--- src/sv/crt_pkg.sv ---
`default_nettype none
package crt_pkg;

	localparam int WORD_BITS = 64;
	localparam int DW = 64;
	localparam int FW = 63;
	localparam int CNT_W = $clog2(DW);
	localparam logic [DW-1:0] MOD_MAX = (DW'(1) << (WORD_BITS - 1)) - DW'(1);
	localparam logic [DW-1:0] ALL_ONES = '1;

	localparam logic [1:0] ST_OK = 2'd0;
	localparam logic [1:0] ST_CONTRA = 2'd1;
	localparam logic [1:0] ST_OVF = 2'd2;

	// datapath operations
	localparam int OP_W = 5;
	localparam logic [OP_W-1:0] OP_NONE = 5'd0;
	localparam logic [OP_W-1:0] OP_LOAD = 5'd1;
	localparam logic [OP_W-1:0] OP_SET_F1 = 5'd2;
	localparam logic [OP_W-1:0] OP_SET_F2 = 5'd3;
	localparam logic [OP_W-1:0] OP_RED = 5'd4;
	localparam logic [OP_W-1:0] OP_GCD_INIT = 5'd5;
	localparam logic [OP_W-1:0] OP_GCD_DIV = 5'd6;
	localparam logic [OP_W-1:0] OP_GCD_STEP = 5'd7;
	localparam logic [OP_W-1:0] OP_DIFF = 5'd8;
	localparam logic [OP_W-1:0] OP_A1 = 5'd9;
	localparam logic [OP_W-1:0] OP_N = 5'd10;
	localparam logic [OP_W-1:0] OP_OVF = 5'd11;
	localparam logic [OP_W-1:0] OP_DM = 5'd12;
	localparam logic [OP_W-1:0] OP_INV0 = 5'd13;
	localparam logic [OP_W-1:0] OP_EU_INIT = 5'd14;
	localparam logic [OP_W-1:0] OP_EU_DIV = 5'd15;
	localparam logic [OP_W-1:0] OP_EU_MUL = 5'd16;
	localparam logic [OP_W-1:0] OP_EU_UPD = 5'd17;
	localparam logic [OP_W-1:0] OP_K = 5'd18;
	localparam logic [OP_W-1:0] OP_RES = 5'd19;
	localparam logic [OP_W-1:0] OP_MODS = 5'd20;
	localparam logic [OP_W-1:0] OP_COMMIT = 5'd21;
	localparam logic [OP_W-1:0] OP_OUT = 5'd22;

	typedef struct packed {
		logic div_done;
		logic mul_done;
		logic skip;
		logic m2_big;
		logic gcd_b_zero;
		logic rem_nz;
		logic ovf;
		logic eu_zero;
	} crt_sts_t;

endpackage
`default_nettype wire

--- src/sv/crt_div.sv ---
`default_nettype none
module crt_div import crt_pkg::*; (
	input  wire logic          clk,
	input  wire logic          arst_n,
	input  wire logic          start,
	input  wire logic [DW-1:0] dividend,
	input  wire logic [DW-1:0] divisor,
	output logic      [DW-1:0] quot,
	output logic      [DW-1:0] rem,
	output logic               done
);
	logic             busy_q;
	logic             done_q;
	logic [CNT_W-1:0] cnt_q;
	logic [DW-1:0]    quot_q;
	logic [DW-1:0]    rem_q;
	logic [DW-1:0]    dvs_q;
	logic [DW:0]      shifted;
	logic [DW:0]      diff;
	logic             ge;

	// one quotient bit per cycle, restoring
	assign shifted = {rem_q, quot_q[DW-1]};
	assign ge = shifted >= {1'b0, dvs_q};
	assign diff = shifted - {1'b0, dvs_q};

	always_ff @(posedge clk or negedge arst_n) begin
		if (!arst_n) begin
			busy_q <= 1'b0;
			done_q <= 1'b0;
			cnt_q <= '0;
		end else begin
			done_q <= 1'b0;
			if (start) begin
				busy_q <= 1'b1;
				cnt_q <= '0;
			end else if (busy_q) begin
				cnt_q <= cnt_q + CNT_W'(1);
				if (cnt_q == CNT_W'(DW - 1)) begin
					busy_q <= 1'b0;
					done_q <= 1'b1;
				end
			end
		end
	end

	always_ff @(posedge clk) begin
		if (start) begin
			quot_q <= dividend;
			rem_q <= '0;
			dvs_q <= divisor;
		end else if (busy_q) begin
			rem_q <= ge ? diff[DW-1:0] : shifted[DW-1:0];
			quot_q <= {quot_q[DW-2:0], ge};
		end
	end

	assign quot = quot_q;
	assign rem = rem_q;
	assign done = done_q;
endmodule
`default_nettype wire

--- src/sv/crt_mulmod.sv ---
`default_nettype none
module crt_mulmod import crt_pkg::*; (
	input  wire logic          clk,
	input  wire logic          arst_n,
	input  wire logic          start,
	input  wire logic [DW-1:0] a,
	input  wire logic [DW-1:0] b,
	input  wire logic [DW-1:0] n,
	output logic      [DW-1:0] prod,
	output logic               done
);
	logic          busy_q;
	logic [DW-1:0] acc_q;
	logic [DW-1:0] a_q;
	logic [DW-1:0] b_q;
	logic [DW-1:0] n_q;
	logic [DW:0]   sum_acc;
	logic [DW:0]   sum_dbl;
	logic [DW-1:0] acc_nx;
	logic [DW-1:0] a_nx;

	// shift and add, one multiplier bit per cycle; n all ones gives the product modulo all ones
	assign sum_acc = {1'b0, acc_q} + {1'b0, a_q};
	assign sum_dbl = {1'b0, a_q} + {1'b0, a_q};
	assign acc_nx = (sum_acc >= {1'b0, n_q}) ? DW'(sum_acc - {1'b0, n_q}) : sum_acc[DW-1:0];
	assign a_nx = (sum_dbl >= {1'b0, n_q}) ? DW'(sum_dbl - {1'b0, n_q}) : sum_dbl[DW-1:0];

	always_ff @(posedge clk or negedge arst_n) begin
		if (!arst_n) begin
			busy_q <= 1'b0;
		end else if (start) begin
			busy_q <= 1'b1;
		end else if (busy_q && b_q == '0) begin
			busy_q <= 1'b0;
		end
	end

	always_ff @(posedge clk) begin
		if (start) begin
			acc_q <= '0;
			a_q <= a;
			b_q <= b;
			n_q <= n;
		end else if (busy_q && b_q != '0) begin
			if (b_q[0]) begin
				acc_q <= acc_nx;
			end
			a_q <= a_nx;
			b_q <= {1'b0, b_q[DW-1:1]};
		end
	end

	assign prod = acc_q;
	assign done = busy_q && b_q == '0;
endmodule
`default_nettype wire

--- src/sv/crt_dp.sv ---
`default_nettype none
module crt_dp import crt_pkg::*; (
	input  wire logic            clk,
	input  wire logic            arst_n,
	input  wire logic [OP_W-1:0] op,
	input  wire logic            start_new,
	input  wire logic [DW-1:0]   remainder,
	input  wire logic [FW-1:0]   modulus,
	output crt_sts_t             sts,
	output logic      [FW-1:0]   result_remainder,
	output logic      [FW-1:0]   result_modulus,
	output logic      [1:0]      status
);
	// running system
	logic [FW-1:0] r1_q;
	logic [FW-1:0] m1_q;
	logic [1:0]    fail_q;
	// item and work registers
	logic [DW-1:0] raw_q;
	logic [FW-1:0] m2_q;
	logic [DW-1:0] r2_q;
	logic [DW-1:0] ga_q;
	logic [DW-1:0] gb_q;
	logic [DW-1:0] qd_q;
	logic [DW-1:0] a1_q;
	logic [DW-1:0] nn_q;
	logic [DW-1:0] dm_q;
	logic [DW-1:0] r0_q;
	logic [DW-1:0] er1_q;
	logic [DW-1:0] t0_q;
	logic [DW-1:0] t1_q;
	logic [DW-1:0] tmp_q;
	logic [FW-1:0] out_rem_q;
	logic [FW-1:0] out_mod_q;
	logic [1:0]    out_sts_q;

	logic          div_start;
	logic [DW-1:0] div_a;
	logic [DW-1:0] div_b;
	logic [DW-1:0] div_quot;
	logic [DW-1:0] div_rem;
	logic          div_done;
	logic          mul_start;
	logic [DW-1:0] mul_a;
	logic [DW-1:0] mul_b;
	logic [DW-1:0] mul_n;
	logic [DW-1:0] mul_prod;
	logic          mul_done;

	logic [DW-1:0] m2_x;
	logic [DW-1:0] r1_x;
	logic [DW-1:0] mag;
	logic          dneg;
	logic [DW-1:0] dabs;
	logic [DW-1:0] qq;
	logic [DW-1:0] nt;

	assign m2_x = {1'b0, m2_q};
	assign r1_x = {1'b0, r1_q};
	assign mag = raw_q[DW-1] ? (~raw_q + DW'(1)) : raw_q;
	assign dneg = r2_q < r1_x;
	assign dabs = dneg ? (r1_x - r2_q) : (r2_q - r1_x);
	assign qq = (div_quot >= nn_q) ? (div_quot - nn_q) : div_quot;
	assign nt = (t0_q >= mul_prod) ? (t0_q - mul_prod) : (t0_q + nn_q - mul_prod);

	always_comb begin
		div_start = 1'b1;
		div_a = '0;
		div_b = '0;
		unique case (op)
			OP_RED: begin
				div_a = mag;
				div_b = m2_x;
			end
			OP_GCD_DIV: begin
				div_a = ga_q;
				div_b = gb_q;
			end
			OP_DIFF: begin
				div_a = dabs;
				div_b = ga_q;
			end
			OP_A1: begin
				div_a = {1'b0, m1_q};
				div_b = ga_q;
			end
			OP_N: begin
				div_a = m2_x;
				div_b = ga_q;
			end
			OP_OVF: begin
				div_a = MOD_MAX;
				div_b = m2_x;
			end
			OP_DM: begin
				div_a = qd_q;
				div_b = nn_q;
			end
			OP_INV0: begin
				div_a = a1_q;
				div_b = nn_q;
			end
			OP_EU_DIV: begin
				div_a = r0_q;
				div_b = er1_q;
			end
			default: div_start = 1'b0;
		endcase
	end

	always_comb begin
		mul_start = 1'b1;
		mul_a = '0;
		mul_b = '0;
		mul_n = ALL_ONES;
		unique case (op)
			OP_EU_MUL: begin
				mul_a = qq;
				mul_b = t1_q;
				mul_n = nn_q;
			end
			OP_K: begin
				mul_a = dm_q;
				mul_b = t0_q;
				mul_n = nn_q;
			end
			OP_RES: begin
				mul_a = {1'b0, m1_q};
				mul_b = mul_prod;
			end
			OP_MODS: begin
				mul_a = a1_q;
				mul_b = m2_x;
			end
			default: mul_start = 1'b0;
		endcase
	end

	crt_div u_div (
		.clk      (clk),
		.arst_n   (arst_n),
		.start    (div_start),
		.dividend (div_a),
		.divisor  (div_b),
		.quot     (div_quot),
		.rem      (div_rem),
		.done     (div_done)
	);

	crt_mulmod u_mul (
		.clk    (clk),
		.arst_n (arst_n),
		.start  (mul_start),
		.a      (mul_a),
		.b      (mul_b),
		.n      (mul_n),
		.prod   (mul_prod),
		.done   (mul_done)
	);

	always_ff @(posedge clk or negedge arst_n) begin
		if (!arst_n) begin
			r1_q <= '0;
			m1_q <= FW'(1);
			fail_q <= ST_OK;
		end else begin
			unique case (op)
				OP_LOAD: begin
					if (start_new) begin
						r1_q <= '0;
						m1_q <= FW'(1);
						fail_q <= ST_OK;
					end
				end
				OP_SET_F1: fail_q <= ST_CONTRA;
				OP_SET_F2: fail_q <= ST_OVF;
				OP_COMMIT: begin
					r1_q <= tmp_q[FW-1:0];
					m1_q <= mul_prod[FW-1:0];
				end
				default: ;
			endcase
		end
	end

	always_ff @(posedge clk) begin
		unique case (op)
			OP_LOAD: begin
				raw_q <= remainder;
				m2_q <= modulus;
			end
			OP_GCD_INIT: begin
				if (raw_q[DW-1]) begin
					r2_q <= (div_rem == '0) ? '0 : (m2_x - div_rem);
				end else begin
					r2_q <= div_rem;
				end
				ga_q <= {1'b0, m1_q};
				gb_q <= m2_x;
			end
			OP_GCD_STEP: begin
				ga_q <= gb_q;
				gb_q <= div_rem;
			end
			OP_A1: qd_q <= div_quot;
			OP_N: a1_q <= div_quot;
			OP_OVF: nn_q <= div_quot;
			OP_INV0: dm_q <= (dneg && div_rem != '0) ? (nn_q - div_rem) : div_rem;
			OP_EU_INIT: begin
				r0_q <= nn_q;
				er1_q <= div_rem;
				t0_q <= '0;
				t1_q <= (nn_q == DW'(1)) ? '0 : DW'(1);
			end
			OP_EU_MUL: begin
				r0_q <= er1_q;
				er1_q <= div_rem;
			end
			OP_EU_UPD: begin
				t0_q <= t1_q;
				t1_q <= nt;
			end
			OP_MODS: tmp_q <= r1_x + mul_prod;
			OP_OUT: begin
				out_rem_q <= (fail_q != ST_OK) ? '0 : r1_q;
				out_mod_q <= (fail_q != ST_OK) ? '0 : m1_q;
				out_sts_q <= fail_q;
			end
			default: ;
		endcase
	end

	assign sts.div_done = div_done;
	assign sts.mul_done = mul_done;
	assign sts.skip = (fail_q != ST_OK) || (m2_q == '0);
	assign sts.m2_big = m2_x > MOD_MAX;
	assign sts.gcd_b_zero = gb_q == '0;
	assign sts.rem_nz = div_rem != '0;
	assign sts.ovf = a1_q > div_quot;
	assign sts.eu_zero = er1_q == '0;

	assign result_remainder = out_rem_q;
	assign result_modulus = out_mod_q;
	assign status = out_sts_q;
endmodule
`default_nettype wire

--- config.mk ---
export PLATFORM = sky130hd
export DESIGN_NAME = crt_dp
export DESIGN_NICKNAME = d
export VERILOG_FILES = /design/src/sv/crt_pkg.sv /design/src/sv/crt_div.sv /design/src/sv/crt_mulmod.sv /design/src/sv/crt_dp.sv
export SDC_FILE = /design/constraint.sdc
export NUM_CORES = 2
export LEC_CHECK = 0
export BUFFER_PORTS_ARGS = -buffer_cell sky130_fd_sc_hd__buf_2
export CORE_ASPECT_RATIO = 0.8
export CORE_MARGIN = 10
export CORE_UTILIZATION = 45
export CTS_CLUSTER_DIAMETER = 40
export DETAILED_ROUTE_END_ITERATION = 12
export RECOVER_POWER = 50
export SLEW_MARGIN = 20
export SYNTH_ARGS = -nofsm -noshare
export SYNTH_HDL_FRONTEND = slang
export SYNTH_SLANG_ARGS = --single-unit
--- constraint.sdc ---
create_clock -name clk -period 8.7 [get_ports clk]
set_input_delay 2.61 -clock clk [delete_from_list [all_inputs] [get_ports clk]]
set_output_delay 2.61 -clock clk [all_outputs]
set_load 0.02 [all_outputs]
# Word-level counts from Yosys, hierarchy flattened
# Cells that the tools add are included.
totals:
  register_bits: 1607
  input_bits: 135
  output_inout_bits: 136
  elab_cells: 155
classes:
  n_addsub: 16
  order_cmp: 8
  eq_ne: 25
  mux: 44
  n_bitwise: 1
  n_reduce_logical: 30
ops:
  columns: ["cell", "count"]
  rows:
  - ["$mux 64", 16]
  - ["$pmux 64 s2", 5]
  - ["$pmux 64 s9", 1]
  - ["$pmux 64 s4", 2]
  - ["$sub 64x64->64", 7]
  - ["$pmux 64 s5", 1]
  - ["$logic_not 64->1", 4]
  - ["$pmux 63 s2", 2]
  - ["$ge 65x64->1", 3]
  - ["$add 64x64->65", 2]
  - ["$ge 64x64->1", 2]
  - ["$reduce_bool 64->1", 2]
  - ["$sub 63x64->64", 2]
  - ["$mux 63", 2]
  - ["$add 64x1->64 const B", 1]
  - ["$add 64x64->64", 1]
  - ["$eq 64x1->1 const B", 1]
  - ["$gt 64x64->1", 1]
  - ["$lt 64x63->1", 1]
  - ["$not 64->64", 1]
  - ["$sub 64x63->64", 1]
  - ["$add 63x63->63", 1]
  - ["$gt 63x63->1 const B", 1]
  - ["$logic_not 63->1", 1]
  - ["other kinds (21)", 63]

# Longest topological paths before layout
logic_depth:
  depth_word: 5
  depth_mapped: 28
  mapped_depth_nobuf: 25

# By module
# A second synthesis with hierarchy kept.
hier_totals:
  hier_cells: 12831
  hier_area_um2: 118544.9
by_module_without_submodules:
  columns: ["module", "instances", "cells_per_inst", "area_each_um2", "seq_area_each_um2"]
  rows:
  - ["crt_dp", 1, 8970, 84040.6, 33893.8]
  - ["crt_mulmod", 1, 2547, 22171.3, 7071.8]
  - ["crt_div", 1, 1314, 12333.1, 5325.1]

# Least setup slack after synthesis
# No wires, ideal clock.
synth_timing:
  kind: "input port to flip-flop"
  from: "in op[2]"
  to: "reg t0_q[0] (enable)"
  setup_time_ns: 0.793
  arrival_ns: 12.027
  t_required_ns: 7.907
  slack_ns: -4.119
  path_stages: 3
  n_path_buf: 1
  path_cell_list: "clkbuf_1 > nand3b_1 > o21ai_0"
synth_via:
  elab_chain_cells: 2
  elab_cells_between_ends: 3
  classes_between: "eq/ne: 2; reduce/logical: 1"
synth_rtl:
  columns: ["item", "line_no", "rtl"]
  rows:
  - ["start, declared", "crt_dp.sv:5", "input wire logic [OP_W-1:0] op,"]
  - ["$eq 5x5->1 / $eq 5x4->1 (equally long branches)", "crt_dp.sv:187", "unique case (op)"]
  - ["$reduce_bool 2->1 (no source line) (*)", null, null]
  - ["end signal, assigned", "crt_dp.sv:220", "t0_q <= t1_q;"]
  - ["end, declared", "crt_dp.sv:30", "logic [DW-1:0] t0_q;"]
# Every way passes the cells marked *; elsewhere a longest branch is shown, timed or not.
# A chain may end at the register's enable or synchronous reset.

# Worst setup path after layout
layout_timing:
  from: "in op[1]"
  to: "reg r0_q[39], data pin"
layout_via:
  elab_chain_cells: 2
  elab_cells_between_ends: 3
  classes_between: "eq/ne: 2; mux: 1"
layout_rtl:
  columns: ["item", "line_no", "rtl"]
  rows:
  - ["$eq 5x5->1 / $eq 5x4->1 (equally long branches)", "crt_dp.sv:187", null]
  - ["$pmux 64 s2 (*)", "crt_dp.sv:187", null]
  - ["end signal, assigned", "crt_dp.sv:210", "r0_q <= nn_q;"]
  - ["end signal, assigned", "crt_dp.sv:216", "r0_q <= er1_q;"]
  - ["end, declared", "crt_dp.sv:28", "logic [DW-1:0] r0_q;"]
# Marked as above.

==> results by group <==
Clock network
  – Hold Buf Count CTS: 0
  – Max Root-Sink Buffers: 4
  – H-tree levels: 5
  – Root Driver: clkbuf_16
  – Clock sink total: 1607
  – Clk slew on worst S/H paths: 0.06 ns
  – CTS buffer count: 293
  – Post-CTS Resized: 0
  – Clk_lat worst skew: 0.89 ns
  – Post-CTS setup buffers: 0
  – CTS tree: built

Timing
  – Endpoints failing setup: 0
  – Maximum clock rate: 117 MHz
  – Post-route minimum period: 8.56 ns
  – Slew @ Worst Pin: 4.45 ns
  – Final Hold Viols: 0
  – Final Max Slew Viols: 1203
  – Setup_tns: 0 ns
  – Final Skew: 0.0624 ns
  – RSZ-0062 raised after global routing: no
  – Max_slew headroom: -197%
  – Final worst-path cycle share: 98.3%

Yosys
  – Ys Warns: 0
  – Syn Area/Cell: 9.36 µm²
  – Syn nets: 13431
  – Register bit count reported by yosys: 1607
  – Synth area leader: edfxtp_1
  – Synth cell count leaders: 1342 x edfxtp_1, 1150 x a21oi_1, 1027 x nand2_1
  – Ys async rst share: 8.53%
  – Post-synthesis cell type count: 93
  – Most instantiated library cell after synthesis: edfxtp_1
  – Synth top area cells: edfxtp_1 35%, ha_1 8.9%, a21oi_1 5.0%
  – Synthesized area: 116000 µm²
  – Sequential fraction of the synthesis area: 39.9%
  – Predominant post-synthesis flop cell: edfxtp_1
  – Synth top area share: 34.7%
  – EDFF count, synth: 1342
  – Post-Synthesis Cells: 12395

Floorplanning
  – Starting Density: 45.3%
  – Die width: 588 µm
  – Die Span Y: 474 µm
  – I/O pins: 271
  – Die ar.: 279000 µm²
  – # rows: 166
  – Core Area: 256000 µm²

Pwr
  – Clock share of power: 22.4%
  – Pwr dens: 398 nW/µm²
  – VDD IR max: 0.573 mV
  – Combinational share of power: 56.0%
  – Sw frac: 46.7%
  – Leakage: 0.0533 µW
  – Switching power: 24500 µW
  – Seq pwr share: 21.6%
  – Internal power: 27900 µW

Place
  – HPWL Detailed: 452000 µm
  – GPL Wtd Cong: 1.07
  – Placed Instances: 15755
  – Port bufs: 269

Setup path
  – CP Class: input port to flop
  – CP Max Fanout: 128
  – CP peak stage delay: 2.16 ns
  – CP Launch Type: input port
  – Slowest stage cell, crit path: clkbuf_1
  – Data required time of the worst path: 9.28 ns
  – CP Cell Sequence: clkbuf_4, clkbuf_1, clkbuf_1, nor2_4, clkbuf_1, clkbuf_4, nand2_1, o21ai_0
  – Crit path DAT: 9.13 ns
  – Most used cell, CP: clkbuf_1
  – Nature of the critical path endpoint: flop

Finish
  – Layout cells sized above 1: 9.00%
  – Synth-to-layout area growth: 13.5%
  – Filler instances: 23420
  – Final instance count without filler cells: 16313
  – # nets final: 13646

Min path
  – Worst hold-check path type: flop to flop

Global routing
  – Vias in the first global route: 101184
  – First-pass GRT wire length: 773000 µm
  – Met3 usage: 16.7%
  – Met1 Track Usage GR: 55.7%
  – M2 GR Usage: 48.9%
  – Gr busiest metal: met1
  – Initial antenna violation count: 66
  – Total track usage: 38.4%
  – Largest net degree at the start of global routing: 129
  – GR Overflow Total: 0

Detailed routing
  – DRT iter0 DRCs: 17297
  – Post-route ant nets: 0
  – Vias per std cell: 6.70
  – Drt wl/cell: 34.6 µm
  – Total Routed Length: 565000 µm
  – Drt pass-1 iters: 8
  – Routed via count: 109275
  – Detailed-route DRC error count: 0

Status
  – Status: complete, but fails checks
  – Failing checks: max-capacitance violations, max-slew violations

Flow run
  – Max Cap Viol: 28
metal layers:
metal / part of all wire, % / routed length (µm)
met1: 42 / 237000
met2: 37 / 207000
met3: 16 / 92600
met4: 5.0 / 28400
met5: 0.055 / 309
sequential cells by signal, summed over array words and instances, names as in the netlist, 64 cells and up:
signal	flops
a1_q	64
dm_q	64
er1_q	64
ga_q	64
gb_q	64
nn_q	64
qd_q	64
r0_q	64
r2_q	64
raw_q	64
t0_q	64
t1_q	64
u_div.dvs_q	64
u_div.quot	64
u_div.rem	64
u_mul.a_q	64
u_mul.b_q	64
u_mul.n_q	64
u_mul.prod	64
power by group through the flow:
| stage | clock network (µW) | registers [µW] | logic [µW] |
|---|---|---|---|
| after global placement | 0 | 11300 | 28300 |
| after global routing | 12100 | 11300 | 31600 |
| after detailed placement | 0 | 11300 | 28300 |
| after CTS | 11700 | 11200 | 28500 |
| final | 11700 | 11300 | 29400 |
| after floorplan | 0 | 10600 | 20100 |
path summary, 6_finish.rpt:
kind | from | to | slack [ns] | depth (start not counted)
max | op[1] | r0_q[39] | 0.14 | 8
min | tmp_q[33] | r1_q[33] | 0.46 | 1
max reg2reg | u_mul.a_q[2] | u_mul.prod[10] | 0.86 | 26
min reg2reg | tmp_q[33] | r1_q[33] | 0.46 | 1
max in group asynchronous | arst_n | fail_q[1] | 0.95 | 2
min in group asynchronous | arst_n | m1_q[53] | 3.07 | 1
cells in the final DEF, fill, tap and decap left out, types with 120 or more instances in the layout:
cell,n
a211oi_1,158
a21o_1,480
a21oi_1,1147
a221oi_1,168
a22o_1,138
a22oi_1,186
buf_2,132
buf_4,256
clkbuf_1,197
clkbuf_16,298
dfrtp_1,133
dfxtp_1,128
edfxtp_1,1342
ha_1,827
inv_1,882
mux2_2,131
mux2i_1,200
nand2_1,1024
nand3_1,224
nand4_1,214
nor2_1,685
nor3_1,193
nor4_1,120
o21ai_0,798
o21bai_1,148
xnor2_1,407
xor2_1,285
critical path: cells and delay by family:
family,cells,cell delay (ns)
AND/OR/NAND/NOR,2,0.51
buffers and inverters,5,5.74
AO/OA/AOI/OAI,1,0.13
cell type report:
type                    instances  area, µm²  share of cell area [%]
multi-input cells            9241      64200                    48.8
flip-flops and latches       1607      46300                    35.2
clock buffers                 341       7750                    5.89
well taps                    3444       4310                    3.27
repair buffers                582       3600                    2.73
inverters                     885       3330                    2.53
clock inverters               181       2070                    1.57
diodes                         32       80.1                  0.0608
through the flow:
step	hold slack, ns	util, %	setup WS [ns]	area [µm²]	total power, µW
4_1_cts	0.460	51.5	0.864	132000	51400
3_3_place_gp	0.451	47.7	0.963	122000	39500
3_5_place_dp	0.458	47.7	0.926	122000	39600
2_1_floorplan	0.406	-	0.889	116000	30700
5_1_grt	0.471	51.4	0.215	132000	55000
6_report	0.464	51.4	0.145	132000	52400
cell families after synthesis:
family / after synthesis / synth area share (%)
fa+ha+maj: 901 / 10.2
flops: 1607 / 39.9
mux: 331 / 3.00
compound gates: 4209 / 23.9
buf+inv: 1547 / 5.02
xor+xnor: 692 / 5.22
simple gates: 3107 / 12.8
other cells: 1 / 0.00323
Note: power is estimated with default switching activity, not from simulation.
