<file path="config.mk">
export PLATFORM = sky130hd
export DESIGN_NAME = crt_ctrl
export DESIGN_NICKNAME = d
export VERILOG_FILES = /design/src/sv/crt_pkg.sv /design/src/sv/crt_ctrl.sv
export SDC_FILE = /design/constraint.sdc
export NUM_CORES = 1
export LEC_CHECK = 0
export BUFFER_PORTS_ARGS = -buffer_cell sky130_fd_sc_hd__buf_2
export CORE_UTILIZATION = 45
export CTS_BUF_LIST = sky130_fd_sc_hd__clkbuf_4 sky130_fd_sc_hd__clkbuf_8 sky130_fd_sc_hd__clkbuf_16
export CTS_CLUSTER_DIAMETER = 200
export DETAILED_ROUTE_END_ITERATION = 10
export HOLD_SLACK_MARGIN = 0.12
export MAX_ROUTING_LAYER = met4
export PLACE_DENSITY = 0.73
export SLEW_MARGIN = 10
export SYNTH_ARGS = -nofsm -noshare
export SYNTH_HDL_FRONTEND = slang
export SYNTH_SLANG_ARGS = --single-unit
</file>
<file path="constraint.sdc">
create_clock -name clk -period 1.55 [get_ports clk]
set_clock_uncertainty 0.05 [all_clocks]
set_input_delay 0.31 -clock clk [delete_from_list [all_inputs] [get_ports clk]]
set_output_delay 0.31 -clock clk [all_outputs]
set_load 0.01 [all_outputs]
</file>
<file path="src/sv/crt_pkg.sv">
`default_nettype none
package crt_pkg;

	localparam int WORD_BITS = 64;
	localparam int DW = 64;
	localparam int FW = 63;
	localparam int CNT_W = $clog2(DW);
	localparam logic [DW-1:0] MOD_MAX = (DW'(1) << (WORD_BITS - 1)) - DW'(1);
	localparam logic [DW-1:0] ALL_ONES = '1;

	localparam logic [1:0] ST_OK = 2'd0;
	localparam logic [1:0] ST_CONTRA = 2'd1;
	localparam logic [1:0] ST_OVF = 2'd2;

	// datapath operations
	localparam int OP_W = 5;
	localparam logic [OP_W-1:0] OP_NONE = 5'd0;
	localparam logic [OP_W-1:0] OP_LOAD = 5'd1;
	localparam logic [OP_W-1:0] OP_SET_F1 = 5'd2;
	localparam logic [OP_W-1:0] OP_SET_F2 = 5'd3;
	localparam logic [OP_W-1:0] OP_RED = 5'd4;
	localparam logic [OP_W-1:0] OP_GCD_INIT = 5'd5;
	localparam logic [OP_W-1:0] OP_GCD_DIV = 5'd6;
	localparam logic [OP_W-1:0] OP_GCD_STEP = 5'd7;
	localparam logic [OP_W-1:0] OP_DIFF = 5'd8;
	localparam logic [OP_W-1:0] OP_A1 = 5'd9;
	localparam logic [OP_W-1:0] OP_N = 5'd10;
	localparam logic [OP_W-1:0] OP_OVF = 5'd11;
	localparam logic [OP_W-1:0] OP_DM = 5'd12;
	localparam logic [OP_W-1:0] OP_INV0 = 5'd13;
	localparam logic [OP_W-1:0] OP_EU_INIT = 5'd14;
	localparam logic [OP_W-1:0] OP_EU_DIV = 5'd15;
	localparam logic [OP_W-1:0] OP_EU_MUL = 5'd16;
	localparam logic [OP_W-1:0] OP_EU_UPD = 5'd17;
	localparam logic [OP_W-1:0] OP_K = 5'd18;
	localparam logic [OP_W-1:0] OP_RES = 5'd19;
	localparam logic [OP_W-1:0] OP_MODS = 5'd20;
	localparam logic [OP_W-1:0] OP_COMMIT = 5'd21;
	localparam logic [OP_W-1:0] OP_OUT = 5'd22;

	typedef struct packed {
		logic div_done;
		logic mul_done;
		logic skip;
		logic m2_big;
		logic gcd_b_zero;
		logic rem_nz;
		logic ovf;
		logic eu_zero;
	} crt_sts_t;

endpackage
`default_nettype wire

</file>
<file path="src/sv/crt_ctrl.sv">
`default_nettype none
module crt_ctrl import crt_pkg::*; (
	input  wire logic            clk,
	input  wire logic            arst_n,
	input  wire logic            s_tvalid,
	output logic                 s_tready,
	output logic                 m_tvalid,
	input  wire logic            m_tready,
	input  wire crt_sts_t        sts,
	output logic      [OP_W-1:0] op
);
	localparam logic [4:0] S_IDLE = 5'd0;
	localparam logic [4:0] S_CHECK = 5'd1;
	localparam logic [4:0] S_W_RED = 5'd2;
	localparam logic [4:0] S_GCD = 5'd3;
	localparam logic [4:0] S_W_GCD = 5'd4;
	localparam logic [4:0] S_W_DIFF = 5'd5;
	localparam logic [4:0] S_W_A1 = 5'd6;
	localparam logic [4:0] S_W_N = 5'd7;
	localparam logic [4:0] S_W_OVF = 5'd8;
	localparam logic [4:0] S_W_DM = 5'd9;
	localparam logic [4:0] S_W_INV = 5'd10;
	localparam logic [4:0] S_EU = 5'd11;
	localparam logic [4:0] S_W_EUD = 5'd12;
	localparam logic [4:0] S_W_EUM = 5'd13;
	localparam logic [4:0] S_W_K = 5'd14;
	localparam logic [4:0] S_W_RES = 5'd15;
	localparam logic [4:0] S_W_MOD = 5'd16;
	localparam logic [4:0] S_OUT = 5'd17;

	logic [4:0] state_q;
	logic [4:0] state_nx;
	logic       m_tvalid_q;

	assign s_tready = state_q == S_IDLE;
	assign m_tvalid = m_tvalid_q;

	always_comb begin
		state_nx = state_q;
		op = OP_NONE;
		unique case (state_q)
			S_IDLE: begin
				if (s_tvalid) begin
					op = OP_LOAD;
					state_nx = S_CHECK;
				end
			end
			S_CHECK: begin
				if (sts.skip) begin
					state_nx = S_OUT;
				end else if (sts.m2_big) begin
					op = OP_SET_F2;
					state_nx = S_OUT;
				end else begin
					op = OP_RED;
					state_nx = S_W_RED;
				end
			end
			S_W_RED: begin
				if (sts.div_done) begin
					op = OP_GCD_INIT;
					state_nx = S_GCD;
				end
			end
			S_GCD: begin
				if (sts.gcd_b_zero) begin
					op = OP_DIFF;
					state_nx = S_W_DIFF;
				end else begin
					op = OP_GCD_DIV;
					state_nx = S_W_GCD;
				end
			end
			S_W_GCD: begin
				if (sts.div_done) begin
					op = OP_GCD_STEP;
					state_nx = S_GCD;
				end
			end
			S_W_DIFF: begin
				if (sts.div_done) begin
					if (sts.rem_nz) begin
						op = OP_SET_F1;
						state_nx = S_OUT;
					end else begin
						op = OP_A1;
						state_nx = S_W_A1;
					end
				end
			end
			S_W_A1: begin
				if (sts.div_done) begin
					op = OP_N;
					state_nx = S_W_N;
				end
			end
			S_W_N: begin
				if (sts.div_done) begin
					op = OP_OVF;
					state_nx = S_W_OVF;
				end
			end
			S_W_OVF: begin
				if (sts.div_done) begin
					if (sts.ovf) begin
						op = OP_SET_F2;
						state_nx = S_OUT;
					end else begin
						op = OP_DM;
						state_nx = S_W_DM;
					end
				end
			end
			S_W_DM: begin
				if (sts.div_done) begin
					op = OP_INV0;
					state_nx = S_W_INV;
				end
			end
			S_W_INV: begin
				if (sts.div_done) begin
					op = OP_EU_INIT;
					state_nx = S_EU;
				end
			end
			S_EU: begin
				if (sts.eu_zero) begin
					op = OP_K;
					state_nx = S_W_K;
				end else begin
					op = OP_EU_DIV;
					state_nx = S_W_EUD;
				end
			end
			S_W_EUD: begin
				if (sts.div_done) begin
					op = OP_EU_MUL;
					state_nx = S_W_EUM;
				end
			end
			S_W_EUM: begin
				if (sts.mul_done) begin
					op = OP_EU_UPD;
					state_nx = S_EU;
				end
			end
			S_W_K: begin
				if (sts.mul_done) begin
					op = OP_RES;
					state_nx = S_W_RES;
				end
			end
			S_W_RES: begin
				if (sts.mul_done) begin
					op = OP_MODS;
					state_nx = S_W_MOD;
				end
			end
			S_W_MOD: begin
				if (sts.mul_done) begin
					op = OP_COMMIT;
					state_nx = S_OUT;
				end
			end
			S_OUT: begin
				if (!m_tvalid_q || m_tready) begin
					op = OP_OUT;
					state_nx = S_IDLE;
				end
			end
			default: state_nx = S_IDLE;
		endcase
	end

	always_ff @(posedge clk or negedge arst_n) begin
		if (!arst_n) begin
			state_q <= S_IDLE;
			m_tvalid_q <= 1'b0;
		end else begin
			state_q <= state_nx;
			if (op == OP_OUT) begin
				m_tvalid_q <= 1'b1;
			end else if (m_tready) begin
				m_tvalid_q <= 1'b0;
			end
		end
	end

	a_accept_check: assert property (@(posedge clk) disable iff (!arst_n)
		s_tvalid && s_tready |=> state_q == S_CHECK)
		else $error("accepted word did not enter check");

	a_out_from_out: assert property (@(posedge clk) disable iff (!arst_n)
		$rose(m_tvalid) |-> $past(state_q) == S_OUT)
		else $error("result word raised outside output state");

	a_div_done_wait: assert property (@(posedge clk) disable iff (!arst_n)
		sts.div_done |-> state_q == S_W_RED || state_q == S_W_GCD || state_q == S_W_DIFF ||
			state_q == S_W_A1 || state_q == S_W_N || state_q == S_W_OVF ||
			state_q == S_W_DM || state_q == S_W_INV || state_q == S_W_EUD)
		else $error("divider finished while not awaited");

	a_mul_done_wait: assert property (@(posedge clk) disable iff (!arst_n)
		sts.mul_done |-> state_q == S_W_EUM || state_q == S_W_K || state_q == S_W_RES ||
			state_q == S_W_MOD)
		else $error("multiplier finished while not awaited");
endmodule
`default_nettype wire

</file>
### Word-level counts from Yosys, hierarchy flattened

Cells that the tools add are included.

| word-level totals | value |
|---|---|
| memories kept | 0 |
| flip-flop bits (word level) | 6 |
| RAM bits | 0 |
| input port bits | 12 |
| logic and storage cells | 85 |
| bits in read-only memories | 0 |
| latch bits | 0 |

| cells by class | value |
|---|---|
| muxes and demuxes | 45 |
| divide/modulo/power cells | 0 |
| reduce and logical (&&, ||, !) cells | 6 |
| bitwise logic cells | 0 |
| order comparisons | 0 |
| shifts and indexed selects | 0 |
| multipliers | 0 |
| add/sub/neg operators | 0 |
| equality and inequality tests | 32 |

Operator list:

| cell | count |
|---|---|
| 5-bit 2-to-1 mux | 25 |
| 5-bit case mux with 18 select lines | 1 |
| 5-bit case mux with 17 select lines | 1 |
| 5-bit by 4-bit equality test with 1-bit output, second input constant | 8 |
| 4-bit 2-to-1 mux | 9 |
| 2-bit != test, second input constant | 13 |
| 5-bit by 3-bit equality test with 1-bit output, second input constant | 4 |
| 5-bit equality test, second input constant | 3 |
| 14-bit AND reduction | 1 |
| 3-bit 2-to-1 mux | 4 |
| 5-bit by 2-bit equality test with 1-bit output, second input constant | 2 |
| 5-bit by 1-bit equality test with 1-bit output, second input constant | 1 |
| 5-bit zero test | 1 |
| 1-bit 2-to-1 mux | 4 |
| 2-bit 2-to-1 mux | 1 |
| 2-bit by 1-bit != test with 1-bit output, second input constant | 1 |
| 2-bit nonzero test | 1 |
| 2-bit OR reduction | 1 |
| 1-bit zero test | 1 |
| 1-bit logical OR | 1 |

### Depth between registers and ports, before layout

Gate-level depths: netlist (run 1).

| logic depth | value |
|---|---|
| word-level depth | 6 |
| mapped depth | 7 |
| depth with buffers taken out | 5 |

### Worst setup path before layout (run 1)

Ideal clock, no wire load.

| timing path | value |
|---|---|
| path type | reg2out |
| start | reg state_q[0] |
| end | out op[3] |
| stages on the path, launching flop included | 6 |
| arrival | 1.434 ns |
| path buffers | 3 |
| path slack | -0.244 ns |
| path through | dfrtp_1 > buf_2 > buf_4 > buf_2 > a21oi_1 > o311ai_0 |

| on the way | value |
|---|---|
| cells in the longest elaborated chain, start to end | 2 |
| elaborated cells on any way between the ends | 19 |
| classes of those cells | eq/ne (17); mux (1); reduce/logical (1) |

RTL lines:

| what | line | text |
|---|---|---|
| start: declaration | crt_ctrl.sv:31 | `logic [4:0] state_q;` |
| start signal: assignment | crt_ctrl.sv:180 | `state_q <= state_nx;` |
| 5-bit equality test, or another cell as far along | crt_ctrl.sv:41 | `unique case (state_q)` |
| 5-bit case mux with 18 select lines (*) | crt_ctrl.sv:41 |  |
| end: declaration | crt_ctrl.sv:10 | `output logic [OP_W-1:0] op` |

Every way passes the cells marked *; elsewhere a longest branch is shown, timed or not.

### Worst setup path after layout (run 1)

| timing path | value |
|---|---|
| start | reg state_q[4] |
| end | out op[2] |

Same word-level chain as after synthesis.

==> impl_metrics.env, run 1 <==
export IMPL_grt_pass1_wl_mm=6.80
export IMPL_status="finished with violations"
export IMPL_end_kind="output port"
export IMPL_rows=16
export IMPL_grtUsageTotal_pct=36.9
export IMPL_critPathKind="reg2out"
export IMPL_gp_congestion=0.948
export IMPL_grt_overflow_total=0
export IMPL_p_leak_nw=0.886
export IMPL_fin_ws_ns=-0.794
export IMPL_yosys_warnings=0
export IMPL_cp_start_kind="register"
export IMPL_setup_viol_count_final=11
export IMPL_dp_cells=221
export IMPL_place_area_um2=1480
export IMPL_fmax_ghz=0.427
export IMPL_synth_area_per_cell_um2=7.48
export IMPL_cts_tree="done"
export IMPL_async_flop_share_pct=100
export IMPL_nets=231
export IMPL_required_ns=1.19
export IMPL_ys_types=54
export IMPL_area_delta_synth_final_pct=82.2
export IMPL_synth_edf_count=0
export IMPL_drive_above_1_share_pct=63.6
export IMPL_fill_cells=81
export IMPL_cp_slowest_cell="dfrtp_2"
export IMPL_min_period_ns=2.34
export IMPL_synth_seq_cells=6
export IMPL_path_delay_family="simple AND/OR/NAND/NOR gates"
export IMPL_yosysMostFrequentCell="a21oi_1"
export IMPL_post_place_ws_ns=-0.397
export IMPL_synth_common_cells="a21oi_1, nand2_1, nor2_1"
export IMPL_fp_dieH_um=49.9
export IMPL_grt_pass1_vias=1442
export IMPL_path_depth=7
export IMPL_worstPathMaxFanout=9
export IMPL_ios=19
export IMPL_finalInstanceArea_um2=1880
export IMPL_ys_top_cells_by_area="dfrtp_1, a21oi_1, mux2_4, nor2b_1, mux2i_1"
export IMPL_drc=0
export IMPL_yosys_most_used_dff="dfrtp_1"
export IMPL_hpwl_mm=2.80
export IMPL_grt_max_degree=12
export IMPL_wl_per_cell_um=23.1
export IMPL_path_clk_slew_ns=0.05
export IMPL_critPathLaunch="state_q[4]$_DFFE_PN0P_"
export IMPL_hold_violations=0
export IMPL_cts_root_buffer="clkbuf_4"
export IMPL_drv_cap=0
export IMPL_drtIter0Drc=109
export IMPL_vias=1650
export IMPL_antenna_found_initial=0
export IMPL_arrival_ns=1.98
export IMPL_seq_area_frac_synth_pct=14.5
export IMPL_slew_violations=0
export IMPL_numCtsBuffers=3
export IMPL_worstRegToRegCells=7
export IMPL_ctsLongestPathBuffers=2
export IMPL_drt_pass1_iterations=5
export IMPL_yosysTopAreaCell="dfrtp_1"
export IMPL_synth_top_area_share_pct=14.5
export IMPL_fin_cells=245
export IMPL_cts_sinks=6
export IMPL_violations="negative setup slack"
export IMPL_ir_drop_mv=1.75
export IMPL_max_slew_margin_rel_pct=68.1
export IMPL_die_area_um2=2490
export IMPL_synthCells=138
export IMPL_crit_buf_inv=3
export IMPL_drt_antenna_violating_nets=0
export IMPL_hold_class="in2async"
export IMPL_p_total_w=0.00378
export IMPL_insertion_delay_ns=0.25
export IMPL_core_um2=2060
export IMPL_cts_htree_levels=1
export IMPL_drt_vias_per_instance=6.73
export IMPL_path_cells="buf_6 -> inv_1 -> nand2_1 -> nor4_1 -> nor3_1 -> nand3_1 -> buf_2"
export IMPL_initial_core_util_pct=50.1
export IMPL_reg2reg_from="state_q[2]$_DFFE_PN0P_"
export IMPL_synth_net_count=150
export IMPL_worst_slew_pin_slew_ns=0.467
export IMPL_synthesis_area_um2=1030
export IMPL_fin_hold_ws_ns=0.369
export IMPL_finalCritPeriodShare_pct=151
export IMPL_wirelength_mm=5.66
export IMPL_die_x_um=49.9
export IMPL_cpPeakStageDelay_ns=0.47
export IMPL_rsz0062_at_grt="true"
export IMPL_power_density_nw_per_um2=2010
export IMPL_numPortBuffers=18
[timing repair]
item | 4_1_cts | 5_1_grt
pin swaps | 3 | 15
buffers inserted | 5 | 12
gates cloned | 0 | 2
gates resized for setup | 30 | 28
hold endpoints to repair | 6 | 0
endpoints found under the setup margin | 11 | 11
hold buffers | 1 | 0
[path summary, 6_finish.rpt]
kind | to | slack, ns
min in group clk | m_tvalid$_DFFE_PN0P_ | 0.54
worst min register to register | m_tvalid$_DFFE_PN0P_ | 0.68
worst max-delay path | op[2] | -0.79
max in group asynchronous | state_q[1]$_DFFE_PN0P_ | 0.92
worst max register to register | state_q[1]$_DFFE_PN0P_ | -0.53
worst min-delay path | state_q[2]$_DFFE_PN0P_ | 0.37
[stage by stage]
step	utilization, %	TNS [ns]
global placement	71.6	-3.10
finish	91.2	-5.65
global route	91.1	-6.32
floorplan	-	-0.638
detailed placement	71.6	-3.50
CTS	79.5	-4.55
[logic make-up (layout without fill, tap and decap cells)]
kind of cell / count (synthesis) / in the layout / share of synthesized area, %
xor+xnor: 1 / 1 / 0.849
simple gates: 60 / 60 / 35.5
buf+inv: 18 / 97 / 9.82
mux: 7 / 7 / 8.24
flops: 6 / 6 / 14.5
other cells: 0 / 1 / 0
compound gates: 46 / 46 / 31.0
[per-layer routing]
metal,wire length (um),GRT usage [%]
met3,621,6.17
met2,2530,61.3
met4,462,15.7
met5,0,-
met1,2040,43.6
[power breakdown]
part	leakage [nW]	internal [W]	switching, W	total (W)
clock	0.0138	0.0000884	0.0000681	0.000156
combinational	0.800	0.00167	0.00160	0.00327
sequential	0.0721	0.000226	0.000122	0.000348
[worst register-to-register path, stage by stage (launching register included)]
cell and delay (ns):
dfrtp_1 0.41, buf_6 0.16, and2b_2 0.23, buf_4 0.15, o21a_1 0.17, a2111oi_0 0.47
or3_1 0.21, mux2_4 0.16
[layout make-up]
class | instances | area, um^2 | share of cell area (%)
Clock buffer | 3 | 22.5 | 1.20
Timing Repair Buffer | 88 | 686 | 36.5
Multi-Input combinational cell | 114 | 956 | 50.8
Tap cell | 27 | 33.8 | 1.80
Inverter | 6 | 25.0 | 1.33
Sequential cell | 6 | 155 | 8.25
Antenna cell | 1 | 2.50 | 0.133
[registers in the layout, indices dropped and copies added (netlist names)]
name and cells:
state_q 5, m_tvalid 1
[placed cells by master, fill, tap and decap left out, types with 2 or more instances in the layout]
cell      netlist  final
dfrtp_1         6      2
o21ai_0         8      6
dfrtp_2         0      4
nand2_1         9      6
a211oi_1        2      2
or3_1           2      2
nor2b_2         0      2
o21ai_1         4      4
mux2_4          3      3
buf_4           3     54
a21oi_1        11      6
clkbuf_4        0      3
nor3_1          5      2
nand2b_1        3      2
nor3_4          1      4
nor2b_1         7      5
and3_1          3      2
a32oi_1         2      2
buf_6           2     12
a21oi_4         1      2
nor3b_4         1      2
and2b_2         0      2
o21ai_2         0      2
buf_2           6     19
inv_1           5      4
nor4_1          4      3
mux2i_1         4      2
nor2_1          9      7
nand3_1         4      3
nand2_2         0      3
mux2i_2         0      2
a21oi_2         0      4
(Power assumes the default switching activity.)
==> run 2, diff against run 1 <==
==> constraint.sdc (replaced) <==
create_clock -name clk -period 1.55 [get_ports clk]
set_clock_uncertainty 0.05 [all_clocks]
set_input_delay 0.31 -clock clk [delete_from_list [all_inputs] [get_ports clk]]
set_output_delay 0.31 -clock clk [all_outputs]
set_load 0.005 [all_outputs]
==> impl_metrics.env, run 2 (synthesis results as in run 1) <==
export IMPL_status="finished with violations"
export IMPL_violations="negative setup slack"
export IMPL_core_um2=2060
export IMPL_fin_util_pct=87.3
export IMPL_fin_cells=238
export IMPL_p_leak_nw=0.858
export IMPL_cts_sinks=6
export IMPL_ctsLongestPathBuffers=2
export IMPL_drt_antenna_violating_nets=0
export IMPL_die_x_um=49.9
export IMPL_rows=16
export IMPL_max_slew_margin_rel_pct=51.5
export IMPL_final_cell_mix="buf_4, buf_2, buf_6"
export IMPL_die_area_um2=2490
export IMPL_area_delta_synth_final_pct=74.3
export IMPL_drtIter0Drc=104
export IMPL_initial_core_util_pct=50.1
export IMPL_rsz0062_at_grt="true"
export IMPL_critPathKind="reg2reg"
export IMPL_cts_root_buffer="clkbuf_4"
export IMPL_finalCritPeriodShare_pct=145
export IMPL_setup_viol_count_final=11
export IMPL_cts_tree="done"
export IMPL_numPortBuffers=18
export IMPL_drt_pass1_iterations=5
export IMPL_required_ns=1.70
export IMPL_fmax_ghz=0.445
export IMPL_end_kind="register"
export IMPL_drt_vias_per_instance=6.62
export IMPL_ir_drop_mv=1.43
export IMPL_wirelength_mm=5.13
export IMPL_final_common_cell="buf_4"
export IMPL_wl_per_cell_um=21.5
export IMPL_grt_pass1_vias=1476
export IMPL_grt_overflow_total=0
export IMPL_largest_register_ffs=5
export IMPL_insertion_delay_ns=0.27
export IMPL_nets=225
export IMPL_worst_slew_pin_slew_ns=0.709
export IMPL_fp_dieH_um=49.9
export IMPL_fin_hold_ws_ns=0.428
export IMPL_cts_htree_levels=1
export IMPL_reg2reg_from="state_q[2]$_DFFE_PN0P_"
export IMPL_p_total_w=0.00352
export IMPL_grt_pass1_wl_mm=7.31
export IMPL_reg2reg_slack_ns=-0.70
export IMPL_num_antenna_cells=0
export IMPL_hold_class="in2async"
export IMPL_hpwl_mm=3.01
export IMPL_dp_cells=221
export IMPL_cp_start_kind="register"
export IMPL_totalNegativeSetupSlack_ns=-5.60
export IMPL_vias=1576
export IMPL_grtUsageTotal_pct=41.0
export IMPL_critPathLaunch="state_q[2]$_DFFE_PN0P_"
export IMPL_numCtsBuffers=3
export IMPL_antenna_found_initial=0
export IMPL_arrival_ns=2.40
export IMPL_fin_ws_ns=-0.698
export IMPL_drv_cap=0
export IMPL_gp_congestion=0.986
export IMPL_path_clk_slew_ns=0.05
export IMPL_min_period_ns=2.25
export IMPL_hold_violations=0
export IMPL_drc=0
export IMPL_regMostFlops="state_q"
export IMPL_grt_max_degree=16
export IMPL_power_density_nw_per_um2=1960
export IMPL_drive_above_1_share_pct=59.2
export IMPL_ios=19
export IMPL_slew_violations=0
export IMPL_worstPathMaxFanout=9
-- run 2: repair_timing --
item	in CTS	in global routing
setup buffers	10	3
endpoints found under the hold margin	6	0
resized for setup	37	15
hold buffers	1	0
pin swaps	6	5
endpoints found under the setup margin	11	11
-- run 2: critical path, cell delays in order, from the launching register on --
cell	delay, ns
dfrtp_1	0.40
buf_12	0.15
and2b_2	0.22
buf_4	0.15
o21a_1	0.19
a2111oi_0	0.66
or3_1	0.22
mux2_4	0.15
-- run 2: area by class of cell --
cell class / instances / area [um^2]
timing repair buffer: 82 / 637
clock buffer: 3 / 22.5
tap: 27 / 33.8
inverter: 6 / 27.5
fill: 103 / 263
multi-input combinational: 114 / 925
sequential: 6 / 154
-- run 2: where the power goes --
group	leakage (nW)	switching (W)	internal (W)
clock network	0.0138	0.0000777	0.0000890
registers	0.0734	0.000105	0.000224
logic	0.771	0.00147	0.00156
-- run 2: stage by stage --
| step | setup WS [ns] | cell area (um^2) |
|---|---|---|
| 3_3_place_gp | -0.440 | 1480 |
| 3_5_place_dp | -0.525 | 1480 |
| 6_report | -0.698 | 1800 |
| 5_1_grt | -0.669 | 1800 |
| 4_1_cts | -0.557 | 1720 |
| 2_1_floorplan | -0.0996 | 1090 |
-- run 2: routing by layer --
metal / global-route usage, % / vias to the layer above / share of wire (%)
met3: 9.57 / 51 / 10
met5: - / - / 0
li1: - / 671 / -
met4: 21.0 / 0 / 9.3
met1: 46.6 / 717 / 36
met2: 66.7 / 137 / 45
-- run 2: worst paths after layout --
check	end	cells after the start
min reg2reg	state_q[1]$_DFFE_PN0P_	1
max reg2reg	state_q[1]$_DFFE_PN0P_	7
min in group clk	m_tvalid$_DFFE_PN0P_	4
min	state_q[4]$_DFFE_PN0P_	2
max in group asynchronous	state_q[1]$_DFFE_PN0P_	2
max	state_q[1]$_DFFE_PN0P_	7
